===== src/design/clbw_pkg.sv =====
// clbw_pkg: shared constants, types and the microprogram of the character-lcd bus writer
// depends on nothing; used by clbw_seq, clbw_dp, char_lcd_bus_writer and the bench
`timescale 1ns / 1ps
`default_nettype none

package clbw_pkg;

    // number handling
    localparam int VALUE_WIDTH = 16;
    localparam int NUM_DIGITS  = 5;
    localparam int NUM_W       = VALUE_WIDTH + 1;
    localparam int POW_W       = 3;
    localparam int DIG_W       = 4;
    localparam logic [POW_W-1:0] LAST_DIGIT = POW_W'(NUM_DIGITS - 1);

    localparam logic [7:0] CHAR_ZERO    = 8'h30;
    localparam logic [7:0] SET_ADDR_BIT = 8'h80;

    // request codes
    localparam logic [1:0] OP_CMD    = 2'd0;
    localparam logic [1:0] OP_DATA   = 2'd1;
    localparam logic [1:0] OP_CURSOR = 2'd2;
    localparam logic [1:0] OP_NUMBER = 2'd3;

    // bus write kinds
    localparam logic [1:0] OUT_NONE = 2'd0;
    localparam logic [1:0] OUT_HI   = 2'd1;
    localparam logic [1:0] OUT_LO   = 2'd2;

    // branch conditions
    localparam logic [2:0] C_NEXT     = 3'd0;
    localparam logic [2:0] C_JUMP     = 3'd1;
    localparam logic [2:0] C_DISPATCH = 3'd2;
    localparam logic [2:0] C_MODE8    = 3'd3;
    localparam logic [2:0] C_FIN      = 3'd4;
    localparam logic [2:0] C_SKIP     = 3'd5;

    // program steps
    localparam int PC_W = 3;
    localparam logic [PC_W-1:0] PC_WAIT  = 3'd0;
    localparam logic [PC_W-1:0] PC_MODE  = 3'd1;
    localparam logic [PC_W-1:0] PC_HI    = 3'd2;
    localparam logic [PC_W-1:0] PC_LO    = 3'd3;
    localparam logic [PC_W-1:0] PC_DIGIT = 3'd4;
    localparam logic [PC_W-1:0] PC_DMODE = 3'd5;
    localparam logic [PC_W-1:0] PC_DHI   = 3'd6;

    typedef struct packed {
        logic            load;
        logic            digit;
        logic [1:0]      out_kind;
        logic [2:0]      cond;
        logic [PC_W-1:0] target;
    } ctl_t;

    typedef struct packed {
        logic start;
        logic is_num;
        logic mode8;
        logic fin;
        logic skip;
    } stat_t;

    // microprogram rom
    function automatic ctl_t ucode(input logic [PC_W-1:0] pc);
        ctl_t w;
        begin
            w = '0;
            unique case (pc)
                PC_WAIT:
                begin
                    w.load   = 1'b1;
                    w.cond   = C_DISPATCH;
                    w.target = PC_DIGIT;
                end
                PC_MODE:
                begin
                    w.cond   = C_MODE8;
                    w.target = PC_LO;
                end
                PC_HI:
                begin
                    w.out_kind = OUT_HI;
                    w.cond     = C_NEXT;
                end
                PC_LO:
                begin
                    w.out_kind = OUT_LO;
                    w.cond     = C_FIN;
                    w.target   = PC_WAIT;
                end
                PC_DIGIT:
                begin
                    w.digit  = 1'b1;
                    w.cond   = C_SKIP;
                    w.target = PC_DIGIT;
                end
                PC_DMODE:
                begin
                    w.cond   = C_MODE8;
                    w.target = PC_LO;
                end
                PC_DHI:
                begin
                    w.out_kind = OUT_HI;
                    w.cond     = C_JUMP;
                    w.target   = PC_LO;
                end
                default:
                begin
                    w.cond   = C_JUMP;
                    w.target = PC_WAIT;
                end
            endcase
            return w;
        end
    endfunction

    // decimal weight of each digit place, most significant first
    function automatic logic [NUM_W-1:0] pow10(input logic [POW_W-1:0] idx);
        logic [NUM_W-1:0] p;
        begin
            unique case (idx)
                3'd0:    p = NUM_W'(10000);
                3'd1:    p = NUM_W'(1000);
                3'd2:    p = NUM_W'(100);
                3'd3:    p = NUM_W'(10);
                default: p = NUM_W'(1);
            endcase
            return p;
        end
    endfunction

    function automatic logic [7:0] row_base(input logic [1:0] row);
        logic [7:0] b;
        begin
            unique case (row)
                2'd0:    b = 8'h00;
                2'd1:    b = 8'h40;
                2'd2:    b = 8'h14;
                default: b = 8'h54;
            endcase
            return b;
        end
    endfunction

endpackage

`default_nettype wire


===== src/design/clbw_seq.sv =====
// clbw_seq: step counter and branch logic that walks the microprogram
// depends on clbw_pkg
`timescale 1ns / 1ps
`default_nettype none

module clbw_seq (
    input  wire logic          clk,
    input  wire logic          rst_n,
    input  clbw_pkg::stat_t    stat,
    output clbw_pkg::ctl_t     ctl,
    output logic               busy
);
    import clbw_pkg::*;

    logic [PC_W-1:0] pc_reg;
    logic [PC_W-1:0] pc_next;
    logic [PC_W-1:0] pc_inc;

    always_comb
    begin
        ctl    = ucode(pc_reg);
        pc_inc = pc_reg + PC_W'(1);
        unique case (ctl.cond)
            C_NEXT:     pc_next = pc_inc;
            C_JUMP:     pc_next = ctl.target;
            C_DISPATCH: pc_next = !stat.start ? pc_reg : (stat.is_num ? ctl.target : pc_inc);
            C_MODE8:    pc_next = stat.mode8 ? ctl.target : pc_inc;
            C_FIN:      pc_next = stat.fin ? ctl.target : pc_inc;
            C_SKIP:     pc_next = stat.skip ? ctl.target : pc_inc;
            default:    pc_next = PC_WAIT;
        endcase
    end

    always_ff @(posedge clk or negedge rst_n)
    begin
        if (!rst_n)
            pc_reg <= PC_WAIT;
        else
            pc_reg <= pc_next;
    end

    assign busy = (pc_reg != PC_WAIT);

endmodule

`default_nettype wire


===== src/design/clbw_dp.sv =====
// clbw_dp: datapath with byte register, digit extractor and registered bus output
// depends on clbw_pkg
`timescale 1ns / 1ps
`default_nettype none

module clbw_dp (
    input  wire logic                               clk,
    input  wire logic                               rst_n,
    input  clbw_pkg::ctl_t                          ctl,
    input  wire logic                               start,
    input  wire logic [1:0]                         op,
    input  wire logic [15:0]                        value,
    input  wire logic [1:0]                         row,
    input  wire logic [5:0]                         col,
    input  wire logic                               cfg_write,
    input  wire logic                               cfg_data,
    output clbw_pkg::stat_t                         stat,
    output logic                                    strobe,
    output logic                                    reg_select,
    output logic [7:0]                              bus_value,
    output logic                                    last,
    output logic                                    mode
);
    import clbw_pkg::*;

    logic                   mode_reg;
    logic [7:0]             byte_reg;
    logic                   rs_reg;
    logic [VALUE_WIDTH-1:0] num_reg;
    logic [POW_W-1:0]       pow_reg;
    logic                   fin_reg;
    logic                   started_reg;
    logic                   strobe_reg;
    logic                   rs_out_reg;
    logic [7:0]             bus_reg;
    logic                   last_reg;

    logic [NUM_W-1:0]       weight;
    logic [NUM_W-1:0]       num_ext;
    logic [NUM_W-1:0]       mult;
    logic [NUM_W-1:0]       sub;
    logic [DIG_W-1:0]       dig;
    logic [7:0]             load_byte;
    logic                   load_rs;

    // digit = largest k with k * weight <= num
    always_comb
    begin
        weight  = pow10(pow_reg);
        num_ext = {1'b0, num_reg};
        dig     = '0;
        sub     = '0;
        mult    = '0;
        for (int k = 1; k <= 9; k++)
        begin
            mult = weight * NUM_W'(k);
            if (num_ext >= mult)
            begin
                dig = DIG_W'(k);
                sub = mult;
            end
        end
    end

    always_comb
    begin
        load_rs = 1'b0;
        case (op) inside
            OP_CMD:
            begin
                load_byte = value[7:0];
                load_rs   = 1'b0;
            end
            OP_CURSOR:
            begin
                load_byte = (row_base(row) + {2'b00, col}) | SET_ADDR_BIT;
                load_rs   = 1'b0;
            end
            OP_DATA, OP_NUMBER:
            begin
                load_byte = value[7:0];
                load_rs   = 1'b1;
            end
            default:
            begin
                load_byte = value[7:0];
                load_rs   = 1'b1;
            end
        endcase
    end

    always_comb
    begin
        stat.start  = start;
        stat.is_num = (op == OP_NUMBER);
        stat.mode8  = !mode_reg;
        stat.fin    = fin_reg;
        stat.skip   = (dig == '0) && !started_reg && (pow_reg != LAST_DIGIT);
    end

    always_ff @(posedge clk or negedge rst_n)
    begin
        if (!rst_n)
            mode_reg <= 1'b1;
        else if (cfg_write)
            mode_reg <= cfg_data;
    end

    always_ff @(posedge clk)
    begin
        if (ctl.load && start)
        begin
            byte_reg    <= load_byte;
            rs_reg      <= load_rs;
            num_reg     <= value[VALUE_WIDTH-1:0];
            pow_reg     <= '0;
            fin_reg     <= (op != OP_NUMBER);
            started_reg <= 1'b0;
        end
        else if (ctl.digit)
        begin
            byte_reg    <= CHAR_ZERO + {4'b0000, dig};
            num_reg     <= num_reg - sub[VALUE_WIDTH-1:0];
            pow_reg     <= pow_reg + POW_W'(1);
            fin_reg     <= (pow_reg == LAST_DIGIT);
            started_reg <= started_reg || (dig != '0);
        end
    end

    always_ff @(posedge clk or negedge rst_n)
    begin
        if (!rst_n)
            strobe_reg <= 1'b0;
        else
            strobe_reg <= (ctl.out_kind != OUT_NONE);
    end

    always_ff @(posedge clk)
    begin
        rs_out_reg <= rs_reg;
        if (ctl.out_kind == OUT_HI)
        begin
            bus_reg  <= {4'b0000, byte_reg[7:4]};
            last_reg <= 1'b0;
        end
        else
        begin
            bus_reg  <= mode_reg ? {4'b0000, byte_reg[3:0]} : byte_reg;
            last_reg <= fin_reg;
        end
    end

    assign strobe     = strobe_reg;
    assign reg_select = rs_out_reg;
    assign bus_value  = bus_reg;
    assign last       = last_reg;
    assign mode       = mode_reg;

endmodule

`default_nettype wire


===== src/design/char_lcd_bus_writer.sv =====
// a byte request is taken in wait and goes through mode, then hi and lo in four-bit mode,
//   or lo alone with the whole byte in eight-bit mode
// a number goes from wait to the digit loop: each place takes a digit step, leading-zero places
//   loop there, and each printed digit goes through dmode, then dhi (four-bit only) and lo
// the microprogram walks one step a cycle; a new request is taken only back in wait
// reset: step counter to wait, no word pending, bus mode to four-bit; results cannot be stalled
`timescale 1ns / 1ps
`default_nettype none

module char_lcd_bus_writer (
    input  wire logic        clk,
    input  wire logic        rst_n,
    // request side
    input  wire logic        start,
    output logic             busy,
    input  wire logic [1:0]  op,
    input  wire logic [15:0] value,
    input  wire logic [1:0]  row,
    input  wire logic [5:0]  col,
    // bus mode register
    input  wire logic        cfg_write,
    input  wire logic        cfg_data,
    // bus word side
    output logic             strobe,
    output logic             reg_select,
    output logic [7:0]       bus_value,
    output logic             last
);
    import clbw_pkg::*;

    // control word from the rom and status flags back from the datapath
    ctl_t  ctl;
    stat_t stat;
    logic  mode;

    // sequencer: step counter plus conditional branches over the microprogram
    //   wait   : take the request, branch to the digit loop for numbers
    //   mode   : skip the high nibble in eight-bit mode
    //   hi/lo  : emit the nibbles (or the full byte), leave when the final word went out
    //   digit  : peel one decimal place, loop back while still in leading zeros
    clbw_seq u_seq (
        .clk   (clk),
        .rst_n (rst_n),
        .stat  (stat),
        .ctl   (ctl),
        .busy  (busy)
    );

    // datapath: byte register, place-value digit extractor, registered word output
    clbw_dp u_dp (
        .clk        (clk),
        .rst_n      (rst_n),
        .ctl        (ctl),
        .start      (start),
        .op         (op),
        .value      (value),
        .row        (row),
        .col        (col),
        .cfg_write  (cfg_write),
        .cfg_data   (cfg_data),
        .stat       (stat),
        .strobe     (strobe),
        .reg_select (reg_select),
        .bus_value  (bus_value),
        .last       (last),
        .mode       (mode)
    );

    // final word of a request leaves the block idle
    a_last_idle: assert property (@(posedge clk) disable iff (!rst_n)
        strobe && last |-> !busy)
        else $error("final word seen while still busy");

    // a word that is not the final one always has more to follow
    a_more_busy: assert property (@(posedge clk) disable iff (!rst_n)
        strobe && !last |-> busy)
        else $error("non-final word with the sequencer idle");

    // a taken request keeps the block busy in the next cycle
    a_accept_busy: assert property (@(posedge clk) disable iff (!rst_n)
        start && !busy |=> busy)
        else $error("request taken but sequencer stayed idle");

    // four-bit words carry nothing in the high nibble
    a_nibble_clean: assert property (@(posedge clk) disable iff (!rst_n)
        strobe && mode |-> bus_value[7:4] == 4'h0)
        else $error("high nibble set on a four-bit word");

endmodule

`default_nettype wire


===== config.mk =====
export PLATFORM = sky130hd
export DESIGN_NAME = char_lcd_bus_writer
export DESIGN_NICKNAME = d
export VERILOG_FILES = /design/src/design/clbw_pkg.sv /design/src/design/clbw_seq.sv /design/src/design/clbw_dp.sv /design/src/design/char_lcd_bus_writer.sv
export SDC_FILE = /design/constraint.sdc
export NUM_CORES = 1
export LEC_CHECK = 0
export ABC_AREA = 1
export ABC_CLOCK_PERIOD_IN_PS = 13150
export BUFFER_PORTS_ARGS = -buffer_cell sky130_fd_sc_hd__buf_2
export CELL_PAD_IN_SITES_DETAIL_PLACEMENT = 0
export CELL_PAD_IN_SITES_GLOBAL_PLACEMENT = 1
export CORE_UTILIZATION = 34
export DETAILED_ROUTE_END_ITERATION = 10
export GPL_TIMING_DRIVEN = 0
export PLACE_DENSITY = 0.65
export SLEW_MARGIN = 20
export SYNTH_ARGS = -nofsm -noshare
export SYNTH_HDL_FRONTEND = slang
export SYNTH_HIERARCHICAL = 1
export SYNTH_SLANG_ARGS = --single-unit

===== constraint.sdc =====
create_clock -name clk -period 13.15 [get_ports clk]
set_clock_uncertainty 0.1 [all_clocks]
set_input_delay 3.945 -clock clk [delete_from_list [all_inputs] [get_ports clk]]
set_output_delay 3.945 -clock clk [all_outputs]
set_load 0.005 [all_outputs]

==> impl_summary.md, run 1 <==
Status
The flow ran to the end, and the final reports show no timing, DRC or antenna violations.

Critical path
The register-to-register setup slack is 3.34 ns. The largest single stage delay on the critical path is around 0.65 ns. The largest delay contributor family on the critical path is compound AO/OA/AOI/OAI gates. STA classifies the critical path startpoint as a register.

The most critical setup path has its startpoint at u_dp/pow_reg[0]. The number of buffer and inverter instances along the worst setup path is 11. In this run the critical register-to-register path is captured at u_dp/num_reg[13]. By startpoint and endpoint, the worst setup path is classified as register to register.

The largest fanout on the critical path is 11. The critical path required time is ~13 ns. In this run the critical register-to-register path is launched from u_dp/pow_reg[0]. STA classifies the critical path endpoint as a register. The arrival time at the worst endpoint is just under 10 ns. The number of cells on the worst reg-to-reg path is 47.

In this run the number of cells on the critical path is between 40 and 50. In this run the worst setup path terminates at u_dp/num_reg[13]. The critical path's slowest cell is sky130_fd_sc_hd__fa_1.

Route
The first-pass iteration count of the detailed router is 5. The number of nets with antenna violations after detailed routing is 0. The number of vias per cell after detailed routing is ~5.1. The total wire length is 31400 um. In the routed design, unresolved DRC markers number 0.

In the final routed layout, each cell accounts on average for 18.5 um. For this block, the via count after detailed routing is ~8800. For this block, the initial DRC count from the detailed router was approximately 620.

Timing
The final-report max-slew violation count is 0. Setup repair after global routing left no endpoint under its margin. The pin slew with the least headroom to its limit is roughly 0.75 ns.

After layout, the worst path uses approximately three quarters of the clock period. Setup total negative slack on the finished layout was measured at 0 ns. The fmax is slightly above 100 MHz. The hold violation total from the final report is 0. The worst path in the final design needs a cycle of between 9 and 10 ns, including I/O delays and setup. The max-slew headroom at the worst pin is between 40% and 50%.

The final count of negative-setup-slack endpoints is 0.

Clocking
Post-CTS timing repair inserted 0 buffers for setup. For this design, the sink count on the clock tree is 45. Buffers inserted to repair hold after CTS numbered 0. The cell sitting at the root of the clock tree is a sky130_fd_sc_hd__clkbuf_16. The number of gates resized after CTS was 0.

The clock slew seen by the registers of the worst setup and hold paths is about 0.070 ns. No sink is reached through more buffers than the 2 on the longest clock path. The clock tree from TritonCTS is done. TritonCTS created 5 clock buffers. The clock network latency to the later pin of the worst-skew pair is around 0.29 ns. CTS built an H-tree with a depth of 2.

Global routing
The residual overflow from global routing is 0. The met3 capacity usage during global routing is under 10%. The pin count of the biggest net entering global routing is 26. For met2 alone, demand over resource in global routing was approximately two fifths. The number of antenna violations at the first check in global routing is 0. The number of global-route vias before repair is ~8100. The global routing usage summed across all routing layers is ~24%.

Global routing consumed, on the met1 layer, 34.4% of the routing resources. The most congested layer reported by global routing is met2. The first global-routing pass estimated 47500 um of wire.

Layout
The number of antenna diodes is 0. The post-route netlist has under 10% of its cells at a drive strength greater than 1. The net count of the finished layout is between 1500 and 2000.

The register with the most flip-flops in the layout has 16 of them. Leaving out filler cells and counting taps, the final layout contains 1704. Relative to the synthesized area, the layout overhead comes to 9.82%.

Placed design
Buffers placed on the I/O ports in this run total 41. The routability congestion estimate from global placement is about 0.93. Including well taps, the total number of placed cells is roughly 1700.

Detailed placement ended at an HPWL of between 20000 and 30000 um.

Floorplanning
The die span in y is between 150 and 200 um. Once the floorplan was initialized, standard cells occupied 34.5% of the core. The floorplan has 58 rows. The floorplan die width is between 150 and 200 um. During I/O placement, the number of pins put on the boundary was between 40 and 50.

The overall die area is roughly 26000 um2. The floorplan step defined a core boundary enclosing 25100 um2.

Job
Across the run, the number of max-cap violations was 0.

Synth
In the synthesized netlist, the number of instances is 1321. Yosys printed 6 warnings. Summing every instance area after synthesis gives roughly 8700 um2.

The average instance area after synthesis is between 6 and 7 um2.

Min path
The class of the tightest hold or removal check is register to register.
## cell type report
cell class / instances / area [um2]
fill: 2797 / 15600
multi-input combinational: 1076 / 6670
sequential: 45 / 1190
inverter: 174 / 656
tap: 330 / 413
timing repair buffer: 44 / 255
buffer: 27 / 164
clock buffer: 5 / 125
clock inverter: 3 / 41.3
## routing by layer
metal	vias to the layer above	routed length, um
li1	4513	-
met1	4023	15200
met2	203	13900
met3	35	1630
met4	0	690
met5	-	0
## worst min path at each step
stage | start | to | slack [ns] | cells after the start
2_1_floorplan | u_dp/rs_reg | u_dp/reg_select | 0.22 | 0
3_3_place_gp | u_dp/rs_reg | u_dp/reg_select | 0.23 | 0
3_5_place_dp | u_dp/rs_reg | u_dp/reg_select | 0.23 | 0
4_1_cts | u_dp/rs_reg | u_dp/reg_select | 0.24 | 0
5_1_grt | u_dp/rs_reg | u_dp/reg_select | 0.25 | 0
6_report | u_dp/rs_reg | u_dp/reg_select | 0.24 | 0
## placed cells by master (no fill, tap or decap), types with 4 or more instances in the layout
| master | count |
|---|---|
| sky130_fd_sc_hd__a211oi_1 | 4 |
| sky130_fd_sc_hd__a21boi_0 | 6 |
| sky130_fd_sc_hd__a21boi_1 | 5 |
| sky130_fd_sc_hd__a21o_1 | 5 |
| sky130_fd_sc_hd__a21oi_1 | 119 |
| sky130_fd_sc_hd__a31oi_1 | 4 |
| sky130_fd_sc_hd__buf_2 | 47 |
| sky130_fd_sc_hd__buf_6 | 6 |
| sky130_fd_sc_hd__clkbuf_1 | 11 |
| sky130_fd_sc_hd__clkbuf_16 | 5 |
| sky130_fd_sc_hd__dfrtp_1 | 4 |
| sky130_fd_sc_hd__dfxtp_1 | 14 |
| sky130_fd_sc_hd__edfxtp_1 | 26 |
| sky130_fd_sc_hd__fa_1 | 8 |
| sky130_fd_sc_hd__ha_1 | 170 |
| sky130_fd_sc_hd__inv_1 | 161 |
| sky130_fd_sc_hd__inv_2 | 11 |
| sky130_fd_sc_hd__nand2_1 | 328 |
| sky130_fd_sc_hd__nand2_2 | 13 |
| sky130_fd_sc_hd__nand3_1 | 69 |
| sky130_fd_sc_hd__nand4_1 | 23 |
| sky130_fd_sc_hd__nor2_1 | 114 |
| sky130_fd_sc_hd__nor2_2 | 5 |
| sky130_fd_sc_hd__nor3_1 | 10 |
| sky130_fd_sc_hd__nor4_1 | 4 |
| sky130_fd_sc_hd__o211ai_1 | 7 |
| sky130_fd_sc_hd__o21ai_0 | 86 |
| sky130_fd_sc_hd__o21ai_2 | 4 |
| sky130_fd_sc_hd__o21bai_1 | 5 |
| sky130_fd_sc_hd__o22ai_1 | 4 |
| sky130_fd_sc_hd__or2_2 | 13 |
| sky130_fd_sc_hd__xnor2_1 | 7 |
| sky130_fd_sc_hd__xor2_1 | 29 |
## per-stage QoR
step	cell area (um2)	utilization, %	hold WS, ns	setup slack [ns]
after floorplan	8670	-	0.223	5.18
final	9520	37.9	0.242	3.34
after global routing	9520	37.9	0.251	2.61
after global placement	9290	37.0	0.226	1.79
after CTS	9510	37.9	0.243	3.41
after detailed placement	9350	37.2	0.228	3.46
Power of run 1 is left out: the tool's default activity adds up to more than one toggle a clock period on the data nets, which glitch-free logic cannot reach.
==> run 2, diff against run 1 <==
--- a/config.mk
+++ b/config.mk
@@ -6,7 +6,7 @@
 export NUM_CORES = 1
 export LEC_CHECK = 0
 export ABC_AREA = 1
-export ABC_CLOCK_PERIOD_IN_PS = 13150
+export ABC_CLOCK_PERIOD_IN_PS = 9200
 export BUFFER_PORTS_ARGS = -buffer_cell sky130_fd_sc_hd__buf_2
 export CELL_PAD_IN_SITES_DETAIL_PLACEMENT = 0
 export CELL_PAD_IN_SITES_GLOBAL_PLACEMENT = 1
==> constraint.sdc (replaced) <==
create_clock -name clk -period 9.2 [get_ports clk]
set_clock_uncertainty 0.1 [all_clocks]
set_input_delay 2.76 -clock clk [delete_from_list [all_inputs] [get_ports clk]]
set_output_delay 2.76 -clock clk [all_outputs]
set_load 0.005 [all_outputs]
==> impl_summary.md, run 2 (synthesized netlist as in run 1, its figures left out) <==
Status
The run finished with clean final reports.

Global routing
The number of antenna violations at the first check in global routing was 0. The global routing usage summed across all routing layers is about a quarter. The number of global-route vias before repair was around 8000. The first global-routing pass estimated 47500 um of wire. The pin count of the biggest net entering global routing is 26.

The residual overflow from global routing is 0.

Critical path
In this run the worst setup path begins at u_dp/pow_reg[0]. The category of the worst setup path launch point is a register. The cell type with the highest occurrence count on the critical path is sky130_fd_sc_hd__ha_1.

The startpoint of the worst register-to-register path is u_dp/pow_reg[0]. The critical path's slowest cell is sky130_fd_sc_hd__a21boi_0. STA classifies the critical path endpoint as a register.

The category of the most critical setup path is register to register. The largest fanout on the critical path is 10. The arrival time at the worst endpoint is between 8 and 9 ns.

The number of buffer and inverter instances along the worst setup path is 11. The cell family contributing the most delay on the critical path is compound AO/OA/AOI/OAI gates. The critical path required time is just over 9 ns. The delay of the slowest critical-path stage is just over 0.6 ns.

Clocking
Clock-pin slew was measured on the worst setup and hold paths at 0.07 ns. TritonCTS created 5 clock buffers. In this run, post-CTS hold repair placed 0 buffers.

The clock tree synthesis step divided the H-tree into 2 levels. TritonCTS built the clock tree. Counting every sink on the clock net gives 45.

CTS placed an instance of sky130_fd_sc_hd__clkbuf_16 at the clock tree root. The clock network latency to the later pin of the worst-skew pair is slightly below 0.3 ns. The clock passes through at most 2 buffers.

Placed design
Including well taps, the total number of placed cells is ~1700. The detailed-placement wirelength estimate is 25500 um. The routability congestion estimate from global placement is a little over 0.9. The number of buffers added on ports is between 40 and 50. Once placement finished, the instance area stood at around 9300 um2.

Route
The detailed route wirelength on metal2 is around 14000 um. Signal routing reaches up to met4. The total wire length is roughly 32000 um. In the routed design, unresolved DRC markers number 0.

The first-iteration detailed-routing DRC count is approximately 570. The number of vias in the routed layout is around 8800. Once detail routing completed, the nets flagged for antenna violations numbered 0. In the routed layout, each cell is associated on average with a via count of slightly above 5.

In the detailed route, the total length drawn on met3 is ~1400 um. In the final routed layout, each cell accounts on average for 18.4 um. For this block, wires on met1 add up to 15400 um.

The first-pass iteration count of the detailed router is 5.

Layout
Leaving out fill and tap cells, the most frequent cell in the layout is sky130_fd_sc_hd__nand2_1. The number of antenna diodes is 0. Counting the fill cells in the layout gives about 2800. In the layout the commonest cells are sky130_fd_sc_hd__nand2_1, sky130_fd_sc_hd__ha_1, sky130_fd_sc_hd__inv_1. The final net count is roughly 1600.

The utilization of the core after routing is around 38%. The post-route non-filler standard cell count is between 1500 and 2000. The register with the most flip-flops in the layout has 16 of them. Summing all multi-input logic gate instances after layout gives ~6700 um2. From synthesis to final layout, the design area changed by 11.5%. The post-layout instance area is slightly below 10000 um2.

The share of layout cells above drive strength 1 is a little over a tenth. Across the whole layout, storage elements account for between 1000 and 1500 um2.

Timing
Of the available clock period, the critical path in the final layout requires between 90% and 100%. On the final layout, the worst hold slack is roughly 0.24 ns. The final-report max-slew violation count is 0. Setup repair after global routing left no endpoint under its margin. The final critical delay including setup and external delays is ~8.6 ns. The fmax is 116 MHz. The hold violation total from the final report is 0. The max-slew headroom at the worst pin is between 40% and 50%. The pin slew with the least headroom to its limit is between 0.7 and 0.8 ns. The final count of negative-setup-slack endpoints is 0.

Floorplanning
The starting utilization of the core area is roughly 35%. The floorplan has slightly below 60 rows. The number of top-level pins is 43. The core footprint is 25100 um2. The die is around 160 um wide. The overall die area is around 26000 um2. From bottom edge to top edge, the die measures 162 um.

Min path
The class of the tightest hold or removal check is register to register. The startpoint identified for the worst hold timing path is u_dp/rs_reg.

Job
Max-cap violations in this run came to 0.
## run 2: cell types whose count changed in the layout (fill, tap and decap cells not counted), sizes merged
cell,change
inv,-3
clkinvlp,+3
buf,+13
## run 2: through the flow
stage,setup slack [ns],TNS (ns)
after detailed placement,-0.489,-1.70
after global placement,-2.16,-25.83
after global routing,0.0452,0
after CTS,0.0130,0
final,0.580,0
after floorplan,1.23,0
## run 2: final cells by class
class,count,share of cell area [%]
Timing Repair Buffer,57,3.65
Clock inverter,3,0.428
Tap cell,330,4.28
Buffer,27,1.74
Inverter,174,6.91
Clock buffer,5,1.30
Sequential cell,45,12.3
Multi-Input combinational cell,1076,69.4
## run 2: routing by layer
layer  track usage, %  up-vias
met3             2.98       35
met4             5.15        0
li1                 -     4537
met2             38.7      183
met5                0        -
met1             34.3     4047
## run 2: final timing paths
kind / cells after the start / endpoint / slack [ns]
max: 42 / u_dp/num_reg[14] / 0.58
min: 0 / u_dp/reg_select / 0.24
max reg2reg: 42 / u_dp/num_reg[14] / 0.58
min reg2reg: 0 / u_dp/reg_select / 0.24
max in group asynchronous: 1 / u_dp/mode / 6.61
min in group asynchronous: 1 / u_seq/pc_reg[2] / 2.17
## run 2: worst register-to-register path, delay by kind of cell (launching register included)
family,cells,cell delay [ns]
AOI/OAI and AO/OA,8,2.01
xor gates and xnor gates,1,0.14
adders and majority gates,6,1.94
buffers and inverters,11,1.82
DFF,1,0.36
and+or+nand+nor,16,2.00
## run 2: timing repair
action | CTS | global route
pin swaps | 0 | 3
buffers inserted | 1 | 12
hold endpoints to repair | 0 | 0
setup endpoints to repair | 6 | 10
gates resized for setup | 4 | 13
Power of run 2 is left out for the same reason.
